--- src/kmer_frequency_counter_assert.svh ---
// Assertion helpers, clocked on clk_i and disabled while rst_ni is low.
`ifndef KMER_FREQUENCY_COUNTER_ASSERT_SVH
`define KMER_FREQUENCY_COUNTER_ASSERT_SVH

// Same-cycle implication.
`define KFC_ASSERT_NOW(label, ante, cons) \
  label: assert property (@(posedge clk_i) disable iff (!rst_ni) (ante) |-> (cons)) \
    else $error("kfc assertion failed");

// Next-cycle implication.
`define KFC_ASSERT_NEXT(label, ante, cons) \
  label: assert property (@(posedge clk_i) disable iff (!rst_ni) (ante) |=> (cons)) \
    else $error("kfc assertion failed");

`endif

--- src/kfc_pkg.sv ---
package kfc_pkg;

  localparam int unsigned KMER_LENGTH = 8;
  localparam int unsigned COUNT_WIDTH = 32;
  localparam int unsigned INDEX_W     = 2 * KMER_LENGTH;
  localparam int unsigned DIST_W      = INDEX_W + 1;
  localparam int unsigned QUEUE_DEPTH = 4;
  localparam int unsigned QPTR_W      = $clog2(QUEUE_DEPTH);
  localparam int unsigned QCNT_W      = $clog2(QUEUE_DEPTH + 1);

  localparam logic [COUNT_WIDTH-1:0] COUNT_MAX    = {COUNT_WIDTH{1'b1}};
  localparam logic [31:0]            TOTAL_MAX    = 32'hFFFF_FFFF;
  localparam logic [INDEX_W-1:0]     INDEX_LAST   = {INDEX_W{1'b1}};
  localparam logic [7:0]             READ_LEN_RST = 8'd150;
  localparam logic [7:0]             KMER_LEN_B   = 8'(KMER_LENGTH);

  localparam logic [7:0] CHAR_UA = 8'h41;
  localparam logic [7:0] CHAR_UC = 8'h43;
  localparam logic [7:0] CHAR_UG = 8'h47;
  localparam logic [7:0] CHAR_UT = 8'h54;
  localparam logic [7:0] CHAR_LA = 8'h61;
  localparam logic [7:0] CHAR_LC = 8'h63;
  localparam logic [7:0] CHAR_LG = 8'h67;
  localparam logic [7:0] CHAR_LT = 8'h74;

  typedef enum logic [1:0] {
    BASE_A,
    BASE_C,
    BASE_G,
    BASE_T
  } base_e;

  typedef enum logic [1:0] {
    OP_NONE,
    OP_COUNT,
    OP_QUERY
  } kop_e;

  typedef struct packed {
    kop_e               op;
    logic [INDEX_W-1:0] idx;
    logic               bad;
  } kfc_entry_t;

  function automatic logic base_ok(input logic [7:0] ch);
    logic ok;
    case (ch) inside
      CHAR_UA, CHAR_LA, CHAR_UC, CHAR_LC,
      CHAR_UG, CHAR_LG, CHAR_UT, CHAR_LT: ok = 1'b1;
      default:                            ok = 1'b0;
    endcase
    return ok;
  endfunction

  function automatic base_e base_code(input logic [7:0] ch);
    base_e code;
    case (ch) inside
      CHAR_UC, CHAR_LC: code = BASE_C;
      CHAR_UG, CHAR_LG: code = BASE_G;
      CHAR_UT, CHAR_LT: code = BASE_T;
      default:          code = BASE_A;
    endcase
    return code;
  endfunction

endpackage

--- src/kfc_fifo.sv ---
module kfc_fifo (
  input  logic                clk_i,
  input  logic                rst_ni,
  input  logic                push_i,
  input  kfc_pkg::kfc_entry_t entry_i,
  output logic                full_o,
  input  logic                pop_i,
  output logic                empty_o,
  output kfc_pkg::kfc_entry_t head_o
);
  import kfc_pkg::*;

  kfc_entry_t        slot_q [QUEUE_DEPTH];
  logic [QPTR_W-1:0] wptr_q, rptr_q;
  logic [QCNT_W-1:0] cnt_q, cnt_d;

  assign full_o  = (cnt_q == QCNT_W'(QUEUE_DEPTH));
  assign empty_o = (cnt_q == '0);
  assign head_o  = slot_q[rptr_q];

  always_comb begin
    cnt_d = cnt_q;
    if (push_i && !pop_i) cnt_d = cnt_q + QCNT_W'(1);
    if (pop_i && !push_i) cnt_d = cnt_q - QCNT_W'(1);
  end

  always_ff @(posedge clk_i) begin
    if (push_i) slot_q[wptr_q] <= entry_i;
  end

  always_ff @(posedge clk_i or negedge rst_ni) begin
    if (!rst_ni) begin
      wptr_q <= '0;
      rptr_q <= '0;
      cnt_q  <= '0;
    end else begin
      if (push_i) wptr_q <= (wptr_q == QPTR_W'(QUEUE_DEPTH - 1)) ? '0 : wptr_q + QPTR_W'(1);
      if (pop_i)  rptr_q <= (rptr_q == QPTR_W'(QUEUE_DEPTH - 1)) ? '0 : rptr_q + QPTR_W'(1);
      cnt_q <= cnt_d;
    end
  end

endmodule

--- config.mk ---
export PLATFORM = sky130hd
export DESIGN_NAME = kfc_fifo
export DESIGN_NICKNAME = d
export VERILOG_FILES = /design/src/kmer_frequency_counter_assert.svh /design/src/kfc_pkg.sv /design/src/kfc_fifo.sv
export SDC_FILE = /design/constraint.sdc
export NUM_CORES = 1
export LEC_CHECK = 0
export BUFFER_PORTS_ARGS = -buffer_cell sky130_fd_sc_hd__buf_2
export CAP_MARGIN = 20
export CORE_UTILIZATION = 60
export CTS_CLUSTER_SIZE = 28
export DETAILED_ROUTE_END_ITERATION = 10
export GPL_ROUTABILITY_DRIVEN = 0
export PLACE_DENSITY = 0.9
export SLEW_MARGIN = 20
export SYNTH_ARGS = -nofsm -noshare
export SYNTH_HDL_FRONTEND = slang
export SYNTH_SLANG_ARGS = --single-unit
--- constraint.sdc ---
create_clock -name clk_i -period 4.1 [get_ports clk_i]
set_input_delay 0.82 -clock clk_i [delete_from_list [all_inputs] [get_ports clk_i]]
set_output_delay 0.82 -clock clk_i [all_outputs]
set_load 0.005 [all_outputs]
==> impl_metrics.env <==
export IMPL_cts_clk_slew_worst_paths_ps=70
export IMPL_synth_top_cell_area_share=0.722
export IMPL_leakagePower_uw=0.00131
export IMPL_numCtsBuffers=9
export IMPL_postSynthCellCount=137
export IMPL_hold_buffers=0
export IMPL_start_kind="flip-flop"
export IMPL_grt_max_degree=23
export IMPL_grt_setup_unrepaired="false"
export IMPL_io_buffers=43
export IMPL_cts_root_buf="clkbuf_8"
export IMPL_dieArea_sq_um=5560
export IMPL_final_antenna_net_count=0
export IMPL_htreeDepth=3
export IMPL_netlist_top_cells_area="edfxtp_1 72%, mux4_2 13%, dfrtp_1 5.5%"
export IMPL_diodes=0
export IMPL_synth_edf_count=76
export IMPL_post_cts_buffers=0
export IMPL_synthSimpleGateAreaFrac=0.0170
export IMPL_critPathMaxFanout=21
export IMPL_post_place_ws_ps=1760
export IMPL_cp_arrival_ps=1870
export IMPL_drt_iter0_drc=110
export IMPL_dp_hpwl_um=3150
export IMPL_fin_ws_ps=1410
export IMPL_syn_num_nets=167
export IMPL_final_util=0.714
export IMPL_clock_sinks=83
export IMPL_start_util=0.623
export IMPL_drive_gt1_frac=0.399
export IMPL_fin_nets=218
export IMPL_ir_drop_uv=438
export IMPL_fin_tns_setup_ps=0
export IMPL_critPathCaptureType="primary output"
export IMPL_ys_ff_latch=83
export IMPL_synth_common_cells="76 x edfxtp_1, 18 x mux4_2, 7 x dfrtp_1"
export IMPL_grt_ovfl_total=0
export IMPL_outcome="finished clean"
export IMPL_cts_max_path_buffers=2
export IMPL_grtUsageTotal=0.206
export IMPL_maxCapViolCount=0
export IMPL_area_growth_pct=14.6
export IMPL_dieHeight_um=74.6
export IMPL_vias_per_cell=5.67
export IMPL_cts_tree="yes"
export IMPL_post_cts_resized=0
export IMPL_synth_most_common_cell="edfxtp_1"
export IMPL_async_flop_share=0.0843
export IMPL_placed_cells=247
export IMPL_vias=1491
export IMPL_ioPinCount=44
export IMPL_synth_top_family_by_area="multiplexers"
export IMPL_drv_slew=0
export IMPL_instances_no_fill=263
export IMPL_fin_crit_sh=0.656
export IMPL_antenna_found_initial=0
export IMPL_yosys_most_used_dff="edfxtp_1"
export IMPL_max_slew_margin=0.333
export IMPL_hold_path_class="input port to async pin"
export IMPL_routedWlPerCell_um=19.3
export IMPL_tightestPinTransition_ps=1000
export IMPL_period_minus_slack_ps=2690
export IMPL_core_area_sq_um=5070
export IMPL_critPathRequiredTime_ps=3280
export IMPL_drt_total_wl_um=5070
export IMPL_power_density_nw_per_um2=653
export IMPL_synth_warnings=0
export IMPL_clk_latency_ps=350
export IMPL_grt_pass1_wl_um=7780
export IMPL_synth_mux_area_frac=0.147
export IMPL_ys_types=20
export IMPL_synth_compound_area_frac=0.00317
export IMPL_die_x_um=74.6
export IMPL_synth_fa_ha_area_frac=0.0301
export IMPL_grt_pass1_vias=1537
export IMPL_setup_viol=0
export IMPL_synth_xor_area_share=0.00831
export IMPL_synth_top_area_cell="edfxtp_1"
export IMPL_yosysSeqAreaShare=0.777
export IMPL_synth_avg_cell_area_sq_um=23.1
export IMPL_fin_worst_skew_ps=6.48
export IMPL_criticalPathCategory="flip-flop to primary output"
export IMPL_netlist_area_sq_um=3160
export IMPL_final_hold_viol_count=0
export IMPL_drt_pass1_iterations=4
export IMPL_fmax_ghz=0.372
export IMPL_drc_errors=0
export IMPL_rows=26
cell type report:
class | count | area (sq um)
fill | 312 | 1450
clock buffer | 9 | 124
tap | 70 | 87.6
inverter | 6 | 22.5
clock inverter | 7 | 58.8
multi-input combinational | 44 | 649
timing repair buffer | 44 | 223
sequential | 83 | 2460
flip-flops by register name, indices dropped and copies added (netlist names):
name and count:
cnt_q 3, slot_q 76, wptr_q 2, rptr_q 2
where the power goes:
part,leakage [uW],internal (uW),switching [uW]
clock network,0.0000915,273,274
registers,0.000781,1100,92.0
logic,0.000435,338,291
layout by cell type, fill, tap and decap left out, types with 2 or more instances in the layout:
cell type,n
inv_1,6
mux2_2,2
xor2_1,2
nor2_1,2
o21ai_0,2
dfrtp_1,7
clkinv_2,2
ha_1,6
and2_1,4
buf_2,43
mux4_2,18
clkinv_1,3
clkbuf_8,9
edfxtp_1,76
per-layer routing:
layer | wire length, um | GRT usage | vias up | part of all wire
li1 | - | - | 662 | -
met1 | 2050 | 0.262 | 783 | 0.41
met5 | 0 | 0 | - | 0
met3 | 195 | 0.0501 | 8 | 0.038
met2 | 2750 | 0.333 | 38 | 0.54
met4 | 72 | 0.109 | 0 | 0.014
path summary, 6_finish.rpt:
kind                            startpoint            end  slack, ps  cells past startpoint
worst max-delay path             rptr_q[1]      head_o[6]       1410                      2
worst min-delay path                rst_ni       cnt_q[0]        290                      1
worst max register to register   wptr_q[0]  slot_q[2][17]       2210                      3
worst min register to register    cnt_q[2]       cnt_q[2]        500                      1
max in group asynchronous           rst_ni      rptr_q[0]       3660                      1
min in group clk_i                cnt_q[2]       cnt_q[2]        500                      1
cells by family (layout without fill, tap and decap cells):
| group | count (synthesis) | count (layout) |
|---|---|---|
| and+or+nand+nor | 10 | 10 |
| muxes | 22 | 22 |
| AOI/OAI and AO/OA | 2 | 2 |
| buffers and inverters | 10 | 66 |
| DFF | 83 | 83 |
| xor gates and xnor gates | 3 | 3 |
| adders and majority gates | 7 | 7 |
through the flow:
step           hold WS [ps]  power [uW]  instance area [sq um]
2_1_floorplan           457        1610                   3160
3_3_place_gp            471        1800                   3440
3_5_place_dp            490        1840                   3440
4_1_cts                 289        2390                   3620
5_1_grt                 291        2480                   3620
6_report                289        2360                   3620
critical path, cell delays in order, from the launching register on:
cell and delay (ps):
dfrtp_1 950, mux4_2 420, buf_2 150
No activity file was read; power rests on OpenSTA's default activity.
