### src/kmer_frequency_counter_assert.svh
// Assertion helpers, clocked on clk_i and disabled while rst_ni is low.
`ifndef KMER_FREQUENCY_COUNTER_ASSERT_SVH
`define KMER_FREQUENCY_COUNTER_ASSERT_SVH

// Same-cycle implication.
`define KFC_ASSERT_NOW(label, ante, cons) \
  label: assert property (@(posedge clk_i) disable iff (!rst_ni) (ante) |-> (cons)) \
    else $error("kfc assertion failed");

// Next-cycle implication.
`define KFC_ASSERT_NEXT(label, ante, cons) \
  label: assert property (@(posedge clk_i) disable iff (!rst_ni) (ante) |=> (cons)) \
    else $error("kfc assertion failed");

`endif

### src/kfc_pkg.sv
package kfc_pkg;

  localparam int unsigned KMER_LENGTH = 8;
  localparam int unsigned COUNT_WIDTH = 32;
  localparam int unsigned INDEX_W     = 2 * KMER_LENGTH;
  localparam int unsigned DIST_W      = INDEX_W + 1;
  localparam int unsigned QUEUE_DEPTH = 4;
  localparam int unsigned QPTR_W      = $clog2(QUEUE_DEPTH);
  localparam int unsigned QCNT_W      = $clog2(QUEUE_DEPTH + 1);

  localparam logic [COUNT_WIDTH-1:0] COUNT_MAX    = {COUNT_WIDTH{1'b1}};
  localparam logic [31:0]            TOTAL_MAX    = 32'hFFFF_FFFF;
  localparam logic [INDEX_W-1:0]     INDEX_LAST   = {INDEX_W{1'b1}};
  localparam logic [7:0]             READ_LEN_RST = 8'd150;
  localparam logic [7:0]             KMER_LEN_B   = 8'(KMER_LENGTH);

  localparam logic [7:0] CHAR_UA = 8'h41;
  localparam logic [7:0] CHAR_UC = 8'h43;
  localparam logic [7:0] CHAR_UG = 8'h47;
  localparam logic [7:0] CHAR_UT = 8'h54;
  localparam logic [7:0] CHAR_LA = 8'h61;
  localparam logic [7:0] CHAR_LC = 8'h63;
  localparam logic [7:0] CHAR_LG = 8'h67;
  localparam logic [7:0] CHAR_LT = 8'h74;

  typedef enum logic [1:0] {
    BASE_A,
    BASE_C,
    BASE_G,
    BASE_T
  } base_e;

  typedef enum logic [1:0] {
    OP_NONE,
    OP_COUNT,
    OP_QUERY
  } kop_e;

  typedef struct packed {
    kop_e               op;
    logic [INDEX_W-1:0] idx;
    logic               bad;
  } kfc_entry_t;

  function automatic logic base_ok(input logic [7:0] ch);
    logic ok;
    case (ch) inside
      CHAR_UA, CHAR_LA, CHAR_UC, CHAR_LC,
      CHAR_UG, CHAR_LG, CHAR_UT, CHAR_LT: ok = 1'b1;
      default:                            ok = 1'b0;
    endcase
    return ok;
  endfunction

  function automatic base_e base_code(input logic [7:0] ch);
    base_e code;
    case (ch) inside
      CHAR_UC, CHAR_LC: code = BASE_C;
      CHAR_UG, CHAR_LG: code = BASE_G;
      CHAR_UT, CHAR_LT: code = BASE_T;
      default:          code = BASE_A;
    endcase
    return code;
  endfunction

endpackage

### src/kfc_req_if.sv
interface kfc_req_if;
  logic        valid;
  logic        ready;
  logic        kind;
  logic [7:0]  base_char;
  logic        end_of_read;
  logic [15:0] query_index;

  modport source (output valid, kind, base_char, end_of_read, query_index, input ready);
  modport sink   (input valid, kind, base_char, end_of_read, query_index, output ready);
endinterface

### src/kfc_front.sv
module kfc_front (
  input  logic                clk_i,
  input  logic                rst_ni,
  input  logic                cfg_we_i,
  input  logic [7:0]          cfg_wdata_i,
  kfc_req_if.sink             req_i,
  input  logic                space_i,
  output logic                push_o,
  output kfc_pkg::kfc_entry_t entry_o
);
  import kfc_pkg::*;

  logic [INDEX_W-1:0] win_q, win_d;
  logic [7:0]         bir_q, bir_d;
  logic [7:0]         rlen_q;
  logic [7:0]         bir_inc;
  logic [INDEX_W-1:0] win_next;
  logic               fire;

  assign req_i.ready = space_i;
  assign fire        = req_i.valid && space_i;
  assign push_o      = fire;

  assign bir_inc  = bir_q + 8'd1;
  assign win_next = INDEX_W'({win_q, base_code(req_i.base_char)});

  always_comb begin
    win_d         = win_q;
    bir_d         = bir_q;
    entry_o.op    = OP_NONE;
    entry_o.idx   = '0;
    entry_o.bad   = 1'b0;
    if (req_i.kind) begin
      entry_o.op  = OP_QUERY;
      entry_o.idx = INDEX_W'(req_i.query_index);
    end else begin
      if (bir_q < rlen_q) begin
        if (!base_ok(req_i.base_char)) begin
          entry_o.bad = 1'b1;
          win_d       = '0;
          bir_d       = '0;
        end else begin
          win_d = win_next;
          bir_d = bir_inc;
          if (bir_inc >= KMER_LEN_B) begin
            entry_o.op  = OP_COUNT;
            entry_o.idx = win_next;
          end
        end
      end
      if (req_i.end_of_read) begin
        win_d = '0;
        bir_d = '0;
      end
    end
  end

  always_ff @(posedge clk_i or negedge rst_ni) begin
    if (!rst_ni) begin
      win_q  <= '0;
      bir_q  <= '0;
      rlen_q <= READ_LEN_RST;
    end else begin
      if (fire) begin
        win_q <= win_d;
        bir_q <= bir_d;
      end
      if (cfg_we_i) begin
        rlen_q <= cfg_wdata_i;
      end
    end
  end

endmodule

### src/flat_wrapper.sv
// flat-port wrapper written by rule: the top's interface ports become plain ports
module kfc_front_flat import kfc_pkg::*;
  (clk_i, rst_ni, cfg_we_i, cfg_wdata_i, space_i, push_o, entry_o, req_i_valid, req_i_kind, req_i_base_char, req_i_end_of_read, req_i_query_index, req_i_ready);
  kfc_req_if req_i_i ();
  input  logic clk_i;
  input  logic rst_ni;
  input  logic cfg_we_i;
  input  logic [7:0] cfg_wdata_i;
  input  logic space_i;
  output logic push_o;
  output kfc_pkg::kfc_entry_t entry_o;
  input wire logic [$bits(req_i_i.valid)-1:0] req_i_valid;
  input wire logic [$bits(req_i_i.kind)-1:0] req_i_kind;
  input wire logic [$bits(req_i_i.base_char)-1:0] req_i_base_char;
  input wire logic [$bits(req_i_i.end_of_read)-1:0] req_i_end_of_read;
  input wire logic [$bits(req_i_i.query_index)-1:0] req_i_query_index;
  output wire logic [$bits(req_i_i.ready)-1:0] req_i_ready;
  assign req_i_i.valid = req_i_valid;
  assign req_i_i.kind = req_i_kind;
  assign req_i_i.base_char = req_i_base_char;
  assign req_i_i.end_of_read = req_i_end_of_read;
  assign req_i_i.query_index = req_i_query_index;
  assign req_i_ready = req_i_i.ready;
  kfc_front u_core (.clk_i(clk_i), .rst_ni(rst_ni), .cfg_we_i(cfg_we_i), .cfg_wdata_i(cfg_wdata_i), .req_i(req_i_i), .space_i(space_i), .push_o(push_o), .entry_o(entry_o));
endmodule
### config.mk
export PLATFORM = sky130hd
export DESIGN_NAME = kfc_front_flat
export DESIGN_NICKNAME = d
export VERILOG_FILES = /design/src/kmer_frequency_counter_assert.svh /design/src/kfc_pkg.sv /design/src/kfc_req_if.sv /design/src/kfc_front.sv /design/src/flat_wrapper.sv
export SDC_FILE = /design/constraint.sdc
export NUM_CORES = 1
export LEC_CHECK = 0
export BUFFER_PORTS_ARGS = -buffer_cell sky130_fd_sc_hd__buf_2
export CAP_MARGIN = 20
export CORE_ASPECT_RATIO = 0.6
export CORE_MARGIN = 2
export CORE_UTILIZATION = 50
export DETAILED_ROUTE_END_ITERATION = 6
export GPL_ROUTABILITY_DRIVEN = 0
export PLACE_DENSITY_LB_ADDON = 0.08
export SYNTH_ARGS = -nofsm -noshare
export SYNTH_HDL_FRONTEND = slang
export SYNTH_SLANG_ARGS = --single-unit
### constraint.sdc
create_clock -name clk_i -period 3.7 [get_ports clk_i]
set_clock_uncertainty 0.1 [all_clocks]
set_input_delay 0.74 -clock clk_i [delete_from_list [all_inputs] [get_ports clk_i]]
set_output_delay 0.74 -clock clk_i [all_outputs]
set_load 0.02 [all_outputs]
==> results of run 1 <==
-- critical path: stages (launching register included) --
cell	delay, ps
dfstp_2	510
inv_1	40
ha_1	330
a211o_1	340
a31oi_4	200
o211a_1	330
nand2_2	200
o31ai_1	240
buf_2	200
-- flip-flops by register name, summed over array words and instances, names as in the netlist --
register and cells:
u_core.win_q 14, u_core.bir_q 8, u_core.rlen_q 8
-- cells in the mapped netlist, types with 3 or more instances --
library cell   n  share of area, %
dfrtp_1       26                33
dfstp_2        4               5.3
a22o_1         3               1.3
nand3_1       12               3.0
ha_1           8               5.0
o221ai_1       3               1.3
clkbuf_1       3              0.56
mux2i_1        9               4.5
and3_1         3              0.94
nand2_1       35               6.6
nor2_1        15               2.8
mux2_2         9               5.1
o21ai_0       17               4.3
inv_1         17               3.2
o31ai_1        6               2.3
-- through the flow --
stage,hold WS (ps),instance area (um2),total power [W],worst slack (ps)
floorplan,344,2000,0.000424,540
finish,397,2370,0.000717,174
detailed placement,392,2290,0.000470,394
global placement,388,2290,0.000468,467
CTS,406,2370,0.000722,71.7
global route,418,2370,0.000753,-0.705
-- path summary, 6_finish.rpt --
kind,end,slack (ps),cells past startpoint
max,entry_o[13],170,8
min,u_core.win_q[12],400,1
max reg2reg,u_core.win_q[8],910,7
min reg2reg,u_core.rlen_q[0],400,1
max in group asynchronous,u_core.rlen_q[5],2660,1
min in group clk_i,u_core.rlen_q[0],400,1
-- kinds of logic (layout without fill, tap and decap cells) --
family,Yosys count,in the layout,share of synthesized area [%]
compound gates,49,49,19.3
xor+xnor,1,1,0.438
fa+ha+maj,8,8,5.01
buf+inv,27,85,7.13
flops,30,30,37.8
mux,19,19,10.3
simple gates,82,82,20.0
-- area by class of cell --
cell class | count | area (um2)
inverter | 17 | 63.8
multi-input combinational | 159 | 1100
clock buffer | 5 | 68.8
clock inverter | 2 | 10.0
fill | 355 | 1370
tap | 47 | 58.8
sequential | 30 | 756
timing repair buffer | 61 | 313
-- repair_timing --
item | in CTS | in global routing
hold buffers | 0 | 0
setup endpoints to repair | 0 | 6
resized for setup | 0 | 1
-- layer usage --
metal / vias to the layer above / global-route usage [%] / routed length (um)
met5: - / 0 / 0
met4: 0 / 6.61 / 42
met3: 6 / 5.46 / 302
met2: 54 / 35.9 / 2150
met1: 838 / 33.4 / 2430
li1: 880 / - / -
-- power by group --
part	switching (W)	leakage, nW	internal [W]
clock network	0.000127	0.0438	0.000126
logic	0.0000736	0.734	0.0000492
registers	0.00000255	0.398	0.000339
total	0.000203	1.18	0.000514
==> impl_results.md, run 1 <==
- Vias in the first global route: 1703
- Final HPWL DP: 3550 um
- I/O Buffers: 58
- DRC viols: 0
- Via count: 1778
- CTS Buf Count: 5
- Drt initial violations: 93
- Final Hold Vio Count: 0
- Number of cell rows: 17
- Die span in y: 53.0 um
- H-tree depth reported by CTS: 2
- Max Root-Sink Buffers: 2
- Crit Path Max Fanout: 7
- WS Path Type: reg -> out
- Chip width: 85.6 um
- Setup crit start: u_core.rlen_q[2]
- Placed insts: 314
- Leak: 1.18 nW
- Hold Path Class: in -> async
- Worst r2r src: u_core.rlen_q[2]
- Crit path capture type: primary output
- Slew @ Worst Pin: 757 ps
- Vias per cell: 5.54
- Boundary Pins: 60
- Period utilization: 95.3%
- Layout area overhead: 18.7%
- Clock root buffer: clkbuf_8
- Antenna-violating nets left: 0
- Clock sinks: 30
- Slew headroom: 49.5%
- Synth cell types: 49
- Post-Layout Cell Count: 321
- Yosys warnings: 0
- Share of cells above drive strength 1: 35.8%
- Post-layout min period: 3530 ps
- First-pass GRT wire length: 8130 um
- Cell area after synthesis: 2000 um2
- Syn_nets: 263
- Synthesis-stage register bit count: 30
- TritonCTS clock tree: done
- Most frequent cells in the layout: buf_2, nand2_1, dfrtp_1, inv_1, o21ai_0
- Async S/R FF share, synth: 100%
- Drt pass-1 iters: 4
- Nets: 321
- All-Layer GR Usage: 23.5%
- Avg Cell Area, Syn: 9.26 um2
- Placeable Area: 3740 um2
- Arrival @ worst endpoint: 2690 ps
- Maximum number of pins on one net before global-route repair: 31
- Clk_lat worst skew: 280 ps
- Post-DR wirelength/cell: 15.3 um
- Postcts setup bufs: 0
- Setup TNS: 0 ps
- Synth Flop Type: dfrtp_1
- Fmax: 284 MHz
- Post-synthesis sequential area ratio: 37.8%
- N_diodes: 0
- Commonest non-fill, non-tap cell in the layout: buf_2
- Final Core Density: 63.4%
- Max-slew violations: 0
- Antenna violations before repair: 0
- Maximum vdd drop: 210 uV
- Max-cap viol count: 0
- DRT Wirelength: 4920 um
- Initial Util: 53.4%
- Die ar.: 4540 um2
- Number of synthesized flops with an enable pin: 0
- Total global routing overflow: 0
- Pwr/cell area: 302 nW/um2
- Final setup viols: 0
- Synth Instances: 216
- Status: completed
- Critical Path RT: 2860 ps
- Clock Pin Slew Worst Setup and Hold Paths: 70 ps
- Startpoint types: flip-flop
(Power assumes the default switching activity.)
==> run 2, diff against run 1 <==
--- a/config.mk
+++ b/config.mk
@@ -9,7 +9,8 @@
 export CAP_MARGIN = 20
 export CORE_ASPECT_RATIO = 0.6
 export CORE_MARGIN = 2
-export CORE_UTILIZATION = 50
+export CORE_UTILIZATION = 40
+export CTS_CLUSTER_SIZE = 40
 export DETAILED_ROUTE_END_ITERATION = 6
 export GPL_ROUTABILITY_DRIVEN = 0
 export PLACE_DENSITY_LB_ADDON = 0.08
==> run 2 against run 1 <==
- maximum frequency up 2.4%
- sequential power is essentially flat
- sequential cell count unchanged
- total power grew 2.9%
- critical path depth stayed put
- routed wire length shrank 7.8%
- sequential share of layout area shrank 0.45 points
- via count decreased by 2.9%
- core utilization decreased by 12 points
- register-to-register slack worse by 20 ps
- count of clock-buffer cells in the layout increased by 1
==> impl_results.md, run 2 (synthesis results as in run 1) <==
- Max-cap viol count: 0
- Crit path buf inv count: 2
- Crit Path Max Fanout: 7
- Vias in the first global route: 1621
- TritonCTS clock tree: done
- Postcts setup bufs: 0
- Clk_lat worst skew: 280 ps
- Status: completed
- Final Core Density: 51.4%
- Post-DR wirelength/cell: 13.4 um
- Drt pass-1 iters: 4
- Setup TNS: 0 ps
- Final HPWL DP: 3410 um
- Clock root buffer: clkbuf_8
- Total global routing overflow: 0
- Reg2reg end: u_core.win_q[0]
- Antenna violations before repair: 0
- Critical path depth: 8
- Share of cells above drive strength 1: 35.6%
- Drt initial violations: 115
- Pwr/cell area: 307 nW/um2
- Clock sinks: 30
- Antenna-violating nets left: 0
- Hold-fix buffers at CTS: 0
- CP max stage delay: 520 ps
- Startpoint types: flip-flop
- Period utilization: 93.1%
- Worst r2r src: u_core.rlen_q[2]
- Die span in y: 58.8 um
- Placeable Area: 4680 um2
- H-tree depth reported by CTS: 2
- Initial Util: 42.7%
- First-pass GRT wire length: 7800 um
- Boundary Pins: 60
- RSZ-0062 raised after global routing: false
- WS Path Type: reg -> out
- Top flop regs: u_core.win_q: 14 flops, u_core.bir_q: 8 flops, u_core.rlen_q: 8 flops
- Die ar.: 5600 um2
- Max-slew violations: 0
- Maximum vdd drop: 225 uV
- Top cell family by delay on the critical path: compound AO/OA/AOI/OAI gates
- Final Hold Vio Count: 0
- Crit path capture type: primary output
- Layout area overhead: 20.4%
- Final setup viols: 0
- DRC viols: 0
- All-Layer GR Usage: 18.1%
- Biggest register: u_core.win_q
- CP Cell Sequence: inv_1 > ha_1 > a211o_1 > a31oi_4 > o211a_1 > nand2_1 > o31ai_1 > buf_2
- Slew @ Worst Pin: 688 ps
- Worst R2R Setup Slack: 890 ps
- Hold Path Class: in -> async
- Most frequent cells in the layout: buf_2, nand2_1, dfrtp_1, inv_1, o21ai_0
- Max Root-Sink Buffers: 2
- Slew headroom: 54.0%
- Maximum number of pins on one net before global-route repair: 31
- Crit path to: entry_o[13]
- Arrival @ worst endpoint: 2600 ps
- Nets: 321
- Chip width: 95.3 um
- Leak: 1.18 nW
- Number of flip-flops in the largest register: 14
- Via count: 1726
- DRT Wirelength: 4540 um
- Number of cell rows: 19
- Post-CTS Resized: 0
- Post-layout min period: 3440 ps
- CTS Buf Count: 5
- N_diodes: 0
- Clock Pin Slew Worst Setup and Hold Paths: 70 ps
- Critical Path RT: 2860 ps
- Path depth of the worst reg2reg path: 7
- I/O Buffers: 58
- Max stage delay cell, worst path: dfstp_2
- Setup crit start: u_core.rlen_q[2]
- Commonest non-fill, non-tap cell in the layout: buf_2
- Vias per cell: 5.11
- Fmax: 290 MHz
run 2: worst register-to-register path, stage by stage (launching register included):
cell	delay, ps
dfstp_2	520
inv_1	40
ha_1	330
a211o_1	340
a31oi_4	190
o211ai_4	150
a21oi_4	610
mux2_2	410
run 2: power breakdown:
group / leakage, nW / internal (W) / total (W) / switching [W]
clock: 0.0472 / 0.000149 / 0.000276 / 0.000127
sequential: 0.398 / 0.000339 / 0.000342 / 0.00000239
combinational: 0.733 / 0.0000491 / 0.000121 / 0.0000719
run 2: stage by stage:
step	total power, W	cell area (um2)	hold slack, ps	instances	worst slack, ps
after CTS	0.000745	2410	409	338	244
after detailed placement	0.000469	2310	394	330	580
after global placement	0.000469	2310	390	330	593
final	0.000739	2410	385	338	256
after floorplan	0.000424	2000	344	216	540
after global routing	0.000777	2410	432	338	76.4
run 2: how the worst min path moves through the flow:
stage,slack [ps],endpoint,startpoint
after global placement,390,u_core.rlen_q[0],u_core.rlen_q[0]
final,390,u_core.bir_q[2],rst_ni
after floorplan,340,u_core.bir_q[0],rst_ni
after CTS,410,u_core.bir_q[2],rst_ni
after detailed placement,390,u_core.rlen_q[0],u_core.rlen_q[0]
after global routing,430,u_core.bir_q[2],rst_ni
run 2: per-layer routing:
metal	share of wire (%)	GRT usage [%]
met3	4.1	4.99
met5	0	0
met2	41	25.2
met4	0.81	3.73
met1	54	28.0
run 2: cell type report:
cell class | count | area, um2
fillers | 435 | 2280
multi-input cells | 159 | 1100
flip-flops and latches | 30 | 756
repair buffers | 61 | 313
clock buffers | 6 | 82.6
well taps | 63 | 78.8
inverters | 17 | 63.8
clock inverters | 2 | 12.5
==> run 3, diff against run 2 <==
--- a/config.mk
+++ b/config.mk
@@ -7,9 +7,11 @@
 export LEC_CHECK = 0
 export BUFFER_PORTS_ARGS = -buffer_cell sky130_fd_sc_hd__buf_2
 export CAP_MARGIN = 20
+export CELL_PAD_IN_SITES_DETAIL_PLACEMENT = 1
+export CELL_PAD_IN_SITES_GLOBAL_PLACEMENT = 2
 export CORE_ASPECT_RATIO = 0.6
 export CORE_MARGIN = 2
-export CORE_UTILIZATION = 40
+export CORE_UTILIZATION = 33
 export CTS_CLUSTER_SIZE = 40
 export DETAILED_ROUTE_END_ITERATION = 6
 export GPL_ROUTABILITY_DRIVEN = 0
==> run 3 against run 2 <==
- non-clock buffer count did not move
- global-route usage fell by 1.1 points
- largest power group unchanged
- critical path type unchanged
- sequential power barely moved
- core utilization fell by 8.9 points
==> impl_results.md, run 3 (synthesis results as in run 1) <==
- Status: completed
- Final Hold Vio Count: 0
- CTS Buf Count: 5
- Post-DR wirelength/cell: 14.7 um
- Crit path capture type: primary output
- Worst r2r src: u_core.rlen_q[2]
- Commonest non-fill, non-tap cell in the layout: buf_2
- Max-cap viol count: 0
- Clock sinks: 30
- WS Path Type: reg -> out
- Post-CTS Resized: 0
- Metal2 WL: 2080 um
- Maximum vdd drop: 116 uV
- Initial Util: 35.1%
- I/O Buffers: 58
- Drt pass-1 iters: 4
- Postcts setup bufs: 0
- Arrival @ worst endpoint: 2570 ps
- Startpoint types: flip-flop
- First-pass GRT wire length: 8960 um
- Hold Path Class: in -> async
- WL met3: 220 um
- Antenna violations before repair: 0
- Share of cells above drive strength 1: 35.3%
- Nets: 321
- Slew @ Worst Pin: 728 ps
- Final HPWL DP: 4030 um
- RSZ-0062 raised after global routing: false
- Placeable Area: 5700 um2
- Number of flip-flops in the largest register: 14
- TritonCTS clock tree: done
- Pwr/cell area: 307 nW/um2
- CP Cell Sequence: inv_1 > ha_1 > a211o_1 > a31oi_4 > o211a_1 > nand2_1 > o31ai_1 > buf_2
- Most frequent cells in the layout: buf_2, nand2_1, dfrtp_1, inv_1, o21ai_0
- Die ar.: 6720 um2
- Clock root buffer: clkbuf_8
- CP max stage delay: 520 ps
- Drt initial violations: 68
- Placed insts: 347
- Boundary Pins: 60
- Layout area overhead: 21.3%
- Clk_lat worst skew: 280 ps
- Critical Path RT: 2860 ps
- Vias per cell: 4.98
- DRC viols: 0
- DRT Wirelength: 5240 um
- Max stage delay cell, worst path: dfstp_2
- H-tree depth reported by CTS: 2
- Setup crit start: u_core.rlen_q[2]
- Post-Layout Cell Count: 355
- Via count: 1769
- Total global routing overflow: 0
- Antenna-violating nets left: 0
- Number of cell rows: 21
- Top flop regs: u_core.win_q: 14 flops, u_core.bir_q: 8 flops, u_core.rlen_q: 8 flops
- Crit Path Max Fanout: 7
- Chip width: 104 um
- Final setup viols: 0
- Max-slew violations: 0
- Biggest register: u_core.win_q
- Place WS: 544 ps
- N_diodes: 0
- Setup TNS: 0 ps
- All-Layer GR Usage: 17.1%
- Hold-fix buffers at CTS: 0
- Post-layout min period: 3410 ps
- Clock Pin Slew Worst Setup and Hold Paths: 60 ps
- Slew headroom: 51.4%
- Fmax: 293 MHz
- DR top layer: met4
- Setup slack after layout: 287 ps
- Maximum number of pins on one net before global-route repair: 31
- Vias in the first global route: 1753
- Leak: 1.18 nW
- Die span in y: 64.3 um
- Max Root-Sink Buffers: 2
- M1 wire length: 2880 um
- Period utilization: 92.2%
-- run 3: cell count changes in the layout (fill, tap and decap cells not counted) --
cell,delta
clkbuf_1,+1
clkinvlp_4,-1
-- run 3: stage by stage --
step | hold slack [ps] | power, W | cell area (um2) | util [%]
2_1_floorplan | 344 | 0.000424 | 2000 | -
3_3_place_gp | 389 | 0.000472 | 2330 | 40.9
3_5_place_dp | 393 | 0.000473 | 2330 | 40.9
4_1_cts | 407 | 0.000757 | 2420 | 42.5
5_1_grt | 440 | 0.000786 | 2420 | 42.5
6_report | 400 | 0.000743 | 2420 | 42.5
-- run 3: cell type report --
type | instances | area [um2]
clock buffers | 7 | 86.3
multi-input cells | 159 | 1100
clock inverters | 1 | 5.00
flip-flops and latches | 30 | 756
fillers | 705 | 3280
inverters | 17 | 63.8
well taps | 80 | 100
repair buffers | 61 | 313
-- run 3: worst max-delay path: cells and delay by family (launching register included) --
family | cells | cell delay, ps
compound gates | 4 | 990
fa+ha+maj | 1 | 330
buf+inv | 2 | 250
flops | 1 | 520
simple gates | 1 | 200
-- run 3: layer usage --
layer	GRT usage (%)	up-vias
met1	25.9	850
met3	3.88	8
li1	-	880
met5	0	-
met4	5.07	0
met2	23.6	31
-- run 3: worst paths after layout --
kind	end	slack, ps	cells past startpoint
setup / recovery	entry_o[6]	290	8
hold / removal	u_core.bir_q[0]	400	1
setup reg to reg	u_core.win_q[5]	870	7
hold reg to reg	u_core.rlen_q[0]	400	1
max in group asynchronous	u_core.win_q[4]	2640	1
min in group clk_i	u_core.rlen_q[0]	400	1
-- run 3: power breakdown --
group | internal (W) | total (W) | switching (W)
Sequential | 0.000339 | 0.000342 | 0.00000264
Combinational | 0.0000499 | 0.000124 | 0.0000739
Clock | 0.000150 | 0.000278 | 0.000128
